File: config.mk
export PLATFORM = sky130hd
export DESIGN_NAME = ewht_ctrl
export DESIGN_NICKNAME = d
export VERILOG_FILES = /design/src/rtl/ewht_pkg.sv /design/src/rtl/ewht_ctrl.sv
export SDC_FILE = /design/constraint.sdc
export NUM_CORES = 1
export LEC_CHECK = 0
export BUFFER_PORTS_ARGS = -buffer_cell sky130_fd_sc_hd__clkbuf_2
export CAP_MARGIN = 15
export CORE_MARGIN = 3
export CORE_UTILIZATION = 55
export CTS_BUF_LIST = sky130_fd_sc_hd__clkbuf_16
export CTS_CLUSTER_SIZE = 16
export DETAILED_ROUTE_END_ITERATION = 7
export GPL_TIMING_DRIVEN = 1
export PLACE_DENSITY = 0.91
export SKIP_CTS_REPAIR_TIMING = 1
export SLEW_MARGIN = 20
export SYNTH_ARGS = -nofsm -noshare
export SYNTH_HDL_FRONTEND = slang
export SYNTH_SLANG_ARGS = --single-unit
File: constraint.sdc
create_clock -name i_clk -period 2.6 [get_ports i_clk]
set_clock_uncertainty 0.05 [all_clocks]
set_input_delay 0.39 -clock i_clk [delete_from_list [all_inputs] [get_ports i_clk]]
set_output_delay 0.39 -clock i_clk [all_outputs]
set_load 0.02 [all_outputs]
File: src/rtl/ewht_pkg.sv
// Package for the epoch window hash table.
// Holds the transaction structs, command codes, mix constants and controller/datapath types.
// No dependencies.
`default_nettype none

package ewht_pkg;

    localparam int BUCKET_COUNT_DEF = 256;
    localparam int POOL_ENTRIES_DEF = 1024;

    localparam logic [63:0] MIX_A = 64'hBF58476D1CE4E5B9;
    localparam logic [63:0] MIX_B = 64'h94D049BB133111EB;

    localparam logic [8:0] WINDOW_RESET = 9'd256;

    localparam logic [1:0] CMD_INSERT = 2'd0;
    localparam logic [1:0] CMD_LOOKUP = 2'd1;
    localparam logic [1:0] CMD_SWEEP  = 2'd2;

    typedef struct packed {
        logic [1:0]  command;
        logic [63:0] key;
        logic [63:0] value;
    } t_in;

    typedef struct packed {
        logic        status;
        logic        found;
        logic [63:0] read_value;
        logic [9:0]  entry_index;
        logic [10:0] evicted;
    } t_out;

    typedef enum logic [3:0] {
        OP_NOP,
        OP_LOAD,
        OP_MUL,
        OP_MIX,
        OP_MOD,
        OP_INS_RD,
        OP_INS_WR,
        OP_HEAD_RD,
        OP_LK_FIRST,
        OP_LK_NEXT,
        OP_SW_HEAD,
        OP_SW_FIRST,
        OP_SW_STEP
    } t_op;

    typedef enum logic [2:0] {
        RES_NONE,
        RES_ZERO,
        RES_FULL,
        RES_INS,
        RES_HIT,
        RES_SWEEP
    } t_res;

    typedef struct packed {
        t_op        op;
        logic [1:0] mstep;
        logic       mround;
        t_res       res;
    } t_ctl;

    typedef struct packed {
        logic free_ok;
        logic head_v;
        logic hit;
        logic next_v;
    } t_stat;

endpackage

`default_nettype wire

File: src/rtl/ewht_ctrl.sv
// Controller of the epoch window hash table: sequences hash, insert, lookup walk and sweep.
// Drives datapath commands, reads datapath status. Depends on ewht_pkg.
`default_nettype none

module ewht_ctrl (
    input  wire logic        i_clk,
    input  wire logic        i_rst_n,
    input  wire logic        start,
    input  wire logic [1:0]  i_command,
    input  wire ewht_pkg::t_stat i_stat,
    output ewht_pkg::t_ctl   o_ctl,
    output logic             busy,
    output logic             o_strobe
);

    typedef enum logic [3:0] {
        S_IDLE,
        S_MUL,
        S_MIX,
        S_MOD,
        S_INS_RD,
        S_INS_WR,
        S_LK_HEAD,
        S_LK_FIRST,
        S_LK_CMP,
        S_SW_HEAD,
        S_SW_FIRST,
        S_SW_STEP
    } t_state;

    t_state     r_state, n_state;
    logic [2:0] r_cnt, n_cnt;
    logic       r_round, n_round;
    logic [1:0] r_cmd, n_cmd;
    logic       r_done, n_done;

    always_comb begin
        n_state      = r_state;
        n_cnt        = r_cnt;
        n_round      = r_round;
        n_cmd        = r_cmd;
        n_done       = 1'b0;
        o_ctl.op     = ewht_pkg::OP_NOP;
        o_ctl.mstep  = r_cnt[1:0];
        o_ctl.mround = r_round;
        o_ctl.res    = ewht_pkg::RES_NONE;
        case (r_state)
            S_IDLE: begin
                if (start) begin
                    o_ctl.op = ewht_pkg::OP_LOAD;
                    n_cmd    = i_command;
                    n_cnt    = '0;
                    n_round  = 1'b0;
                    if ((i_command == ewht_pkg::CMD_INSERT) ||
                        (i_command == ewht_pkg::CMD_LOOKUP)) begin
                        n_state = S_MUL;
                    end else if (i_command == ewht_pkg::CMD_SWEEP) begin
                        n_state = S_SW_HEAD;
                    end else begin
                        o_ctl.res = ewht_pkg::RES_ZERO;
                        n_done    = 1'b1;
                    end
                end
            end
            S_MUL: begin
                o_ctl.op = ewht_pkg::OP_MUL;
                if (r_cnt == 3'd2) begin
                    n_state = S_MIX;
                end else begin
                    n_cnt = r_cnt + 3'd1;
                end
            end
            S_MIX: begin
                o_ctl.op = ewht_pkg::OP_MIX;
                n_cnt    = '0;
                if (!r_round) begin
                    n_round = 1'b1;
                    n_state = S_MUL;
                end else begin
                    n_state = S_MOD;
                end
            end
            S_MOD: begin
                o_ctl.op = ewht_pkg::OP_MOD;
                n_cnt    = r_cnt + 3'd1;
                if (r_cnt == 3'd7) begin
                    n_state = (r_cmd == ewht_pkg::CMD_INSERT) ? S_INS_RD : S_LK_HEAD;
                end
            end
            S_INS_RD: begin
                if (i_stat.free_ok) begin
                    o_ctl.op = ewht_pkg::OP_INS_RD;
                    n_state  = S_INS_WR;
                end else begin
                    o_ctl.res = ewht_pkg::RES_FULL;
                    n_done    = 1'b1;
                    n_state   = S_IDLE;
                end
            end
            S_INS_WR: begin
                o_ctl.op  = ewht_pkg::OP_INS_WR;
                o_ctl.res = ewht_pkg::RES_INS;
                n_done    = 1'b1;
                n_state   = S_IDLE;
            end
            S_LK_HEAD: begin
                o_ctl.op = ewht_pkg::OP_HEAD_RD;
                n_state  = S_LK_FIRST;
            end
            S_LK_FIRST: begin
                if (i_stat.head_v) begin
                    o_ctl.op = ewht_pkg::OP_LK_FIRST;
                    n_state  = S_LK_CMP;
                end else begin
                    o_ctl.res = ewht_pkg::RES_ZERO;
                    n_done    = 1'b1;
                    n_state   = S_IDLE;
                end
            end
            S_LK_CMP: begin
                if (i_stat.hit) begin
                    o_ctl.res = ewht_pkg::RES_HIT;
                    n_done    = 1'b1;
                    n_state   = S_IDLE;
                end else if (!i_stat.next_v) begin
                    o_ctl.res = ewht_pkg::RES_ZERO;
                    n_done    = 1'b1;
                    n_state   = S_IDLE;
                end else begin
                    o_ctl.op = ewht_pkg::OP_LK_NEXT;
                end
            end
            S_SW_HEAD: begin
                o_ctl.op = ewht_pkg::OP_SW_HEAD;
                n_state  = S_SW_FIRST;
            end
            S_SW_FIRST: begin
                o_ctl.op = ewht_pkg::OP_SW_FIRST;
                if (i_stat.head_v) begin
                    n_state = S_SW_STEP;
                end else begin
                    o_ctl.res = ewht_pkg::RES_SWEEP;
                    n_done    = 1'b1;
                    n_state   = S_IDLE;
                end
            end
            S_SW_STEP: begin
                o_ctl.op = ewht_pkg::OP_SW_STEP;
                if (!i_stat.next_v) begin
                    o_ctl.res = ewht_pkg::RES_SWEEP;
                    n_done    = 1'b1;
                    n_state   = S_IDLE;
                end
            end
            default: begin
                n_state = S_IDLE;
            end
        endcase
    end

    always_ff @(posedge i_clk) begin
        if (!i_rst_n) begin
            r_state <= S_IDLE;
            r_cnt   <= '0;
            r_round <= 1'b0;
            r_cmd   <= ewht_pkg::CMD_INSERT;
            r_done  <= 1'b0;
        end else begin
            r_state <= n_state;
            r_cnt   <= n_cnt;
            r_round <= n_round;
            r_cmd   <= n_cmd;
            r_done  <= n_done;
        end
    end

    assign busy     = (r_state != S_IDLE);
    assign o_strobe = r_done;

    a_start_busy: assert property (@(posedge i_clk) disable iff (!i_rst_n)
        (start && !busy && ((i_command == ewht_pkg::CMD_INSERT) ||
         (i_command == ewht_pkg::CMD_LOOKUP) || (i_command == ewht_pkg::CMD_SWEEP))) |=> busy)
        else $error("accepted transaction did not start work");

    a_done_idle: assert property (@(posedge i_clk) disable iff (!i_rst_n)
        r_done |-> (r_state == S_IDLE))
        else $error("result strobe while working");

endmodule

`default_nettype wire

==> flow_summary.yaml <==
status:
  run_status: "finished clean"
route:
  drc: 0
  via_count: 965
  drt_iter0_drc: 38
  via_per_inst: 6.03
  ant_nets: 0
  drt-wirelength-per-cell_um: 14.8
  finalWirelength_um: 2360
  firstDrtPassIters: 4
sta:
  finalSetupViolCount: 0
  relSlewSlack_pct: 49.0
  worst_slack_ns: 0.217
  final_hold_viol_count: 0
  fin_crit_sh_pct: 91.7
  worst_pin_slew_ns: 0.764
  fmax_ghz: 0.420
  fin_crit_ns: 2.38
  fin_tns_setup_ns: 0
  rsz0062_at_grt: "false"
  slew_viol_final: 0
hold_path:
  hold_path.class: "input port to register"
  hold_depth: 3
  min_to: "r_cmd[0]"
  min_from: "i_command[0]"
yosys:
  yosysSeqAreaShare_pct: 22.3
  synth_cells: 121
  yosysWarnings: 0
  synthMostInstantiatedCell: "dfxtp_1"
  syn-num-nets: 133
  ys_top_cells_by_area: "dfxtp_1 (22%), mux2i_1 (5.1%), nor2b_1 (5.1%), buf_6 (4.6%), ha_1 (3.8%)"
  synth_area_um2: 986
  synth_flop_cell: "dfxtp_1"
  ys_seq_elements: 11
  yosysTopAreaCell: "dfxtp_1"
  synthDistinctLibCells: 47
  synth-edff-count: 0
  postSynthAreaPerCell_um2: 8.15
  synth_top_area_share_pct: 22.3
  ys_async_sr_fraction_pct: 0
  ys_top_cells_by_count: "dfxtp_1 (11), nand2_1 (9), nor2b_1 (8), nor2_1 (7)"
critical_path:
  crit_required_ns: 2.16
  timing.rr.start: "r_state[2]"
  cpPeakStageDelay_ns: 0.81
  cp_cell_sequence: "nor2_1, nand3_1, a2bb2oi_1, o21ai_0, clkbuf_2"
  critPathKind: "register to primary output"
  arrival_ns: 1.94
  cp-end-kind: "primary output"
  path_buf_inv: 1
  cp-start-kind: "register"
  timing.rr.end: "r_state[1]"
  crit_fanout: 21
  cpMaxStageDelayCell: "dfxtp_1"
  cpLargestDelayFamily: "flip-flops"
  ff2ff_path_depth: 4
  r2r_setup_slack_ns: 0.76
clock_tree:
  cts_num_sinks: 11
  clk_path_buf_depth: 2
  cts_tree: "done"
  worstSkewPairLatency_ns: 0.24
  clock-root-buffer: "clkbuf_16"
  clk_pin_slew_ns: 0.04
  cts_htree_levels: 1
  cts_buffers: 3
placement:
  dp_hpwl_um: 1710
  place_congestion: 0.883
  portBuffers: 20
  dp_slack_ns: 0.505
pwr:
  ir_drop_mv: 0.637
  p_int_uw: 652
  p_comb_share_pct: 51.8
  powerDensity_nw_per_um2: 1010
  p_clk_share_pct: 24.6
  p_sw_share_pct: 42.6
  p_seq_share_pct: 23.6
  leakage_nw: 0.472
  power.switching_uw: 484
floorplan:
  core_um2: 1590
  die_area_um2: 2340
  fp-row-count: 14
  die_w_um: 48.3
  start_util_pct: 61.9
  die_h_um: 48.3
  io_pins: 21
final_layout:
  drive_above_1_share_pct: 25.7
  final_nets: 149
  antenna-diode-count: 0
  areaGrowthSynthToFinish_pct: 14.2
  n_fill_cell: 110
grt:
  antenna_found_initial: 0
  track_usage_pct: 21.2
  overflow: 0
  grt_first_pass_wirelength_um: 3970
  grt_start_max_net_pins: 22
  grt_pass1_vias: 868
job:
  drv_cap: 0
## logic make-up (layout without fill, tap and decap cells)
family	after synthesis	in the layout	share of synthesized area (%)
AND/OR/NAND/NOR	46	46	27.8
AO/OA/AOI/OAI	38	38	27.9
buffers and inverters	16	31	10.8
flip-flops	11	11	22.3
multiplexers	7	7	7.36
adder cells (fa/ha/maj)	3	3	3.81
## per-layer routing
metal / vias up / track usage [%] / part of all wire [%]
met5: - / 0 / 0
met1: 445 / 25.9 / 43
met4: 0 / 9.00 / 1.3
met2: 43 / 35.3 / 49
met3: 4 / 5.21 / 6.7
li1: 473 / - / -
## per-stage QoR
stage	std cells	power, mW	hold WS (ns)	area (um2)	utilization (%)
after floorplan	121	0.751	0.397	986	-
after global placement	156	0.833	0.412	1050	65.7
after detailed placement	156	0.846	0.430	1050	65.7
after CTS	160	1.13	0.412	1130	70.6
after global routing	160	1.21	0.457	1130	70.6
final	160	1.14	0.406	1130	70.6
## tightest hold or removal path, stage by stage
cell	delay (ns)
clkbuf_2	0.09
mux2i_1	0.07
nor2b_1	0.10
## layout make-up
cell class	count	area, um2	area share, %
multi-input cells	94	659	58.6
flip-flops and latches	11	220	19.6
repair buffers	23	123	10.9
clock buffers	3	75.1	6.67
well taps	24	30.0	2.67
inverters	4	15.0	1.33
clock inverters	1	3.75	0.333
## power by group through the flow
| stage | Sequential [mW] | Combinational [mW] | Clock [mW] |
|---|---|---|---|
| after floorplan | 0.234 | 0.518 | 0 |
| after global placement | 0.266 | 0.567 | 0 |
| after detailed placement | 0.267 | 0.579 | 0 |
| after CTS | 0.265 | 0.586 | 0.282 |
| after global routing | 0.274 | 0.642 | 0.291 |
| final | 0.268 | 0.589 | 0.280 |
## how the worst max path moves through the flow
stage                           to  cells past startpoint  startpoint  slack [ns]
after floorplan           o_ctl[9]                      4  r_state[0]        0.85
after global placement    o_ctl[0]                      5  r_state[2]        0.58
after detailed placement  o_ctl[0]                      5  r_state[2]        0.50
after CTS                 o_ctl[0]                      5  r_state[2]        0.24
after global routing      o_ctl[0]                      5  r_state[2]       0.004
final                     o_ctl[0]                      5  r_state[2]        0.22
## layout by cell type (no fill, tap or decap), types with 2 or more instances in the layout
cell type | Yosys | layout
a21o_1 | 2 | 2
o21ai_0 | 5 | 5
nor2_1 | 7 | 7
dfxtp_1 | 11 | 11
a2bb2oi_1 | 2 | 2
nand3b_1 | 2 | 2
o32ai_1 | 2 | 2
o21ai_1 | 3 | 3
a211oi_1 | 3 | 3
inv_1 | 4 | 5
nor2b_1 | 8 | 8
mux2i_1 | 5 | 5
a31oi_1 | 2 | 2
a21oi_1 | 4 | 4
nor3b_1 | 2 | 2
nand2b_1 | 5 | 5
clkbuf_16 | 0 | 3
ha_1 | 3 | 3
nand2_1 | 9 | 9
o22ai_1 | 4 | 4
buf_4 | 3 | 3
nand3_1 | 3 | 3
clkbuf_2 | 0 | 20
## flip-flops by register name (all words and copies together) (netlist names)
| signal | cells |
|---|---|
| r_state | 4 |
| r_cnt | 3 |
| r_cmd | 2 |
| o_strobe | 1 |
| r_round | 1 |
No activity file was read; power rests on OpenSTA's default activity.
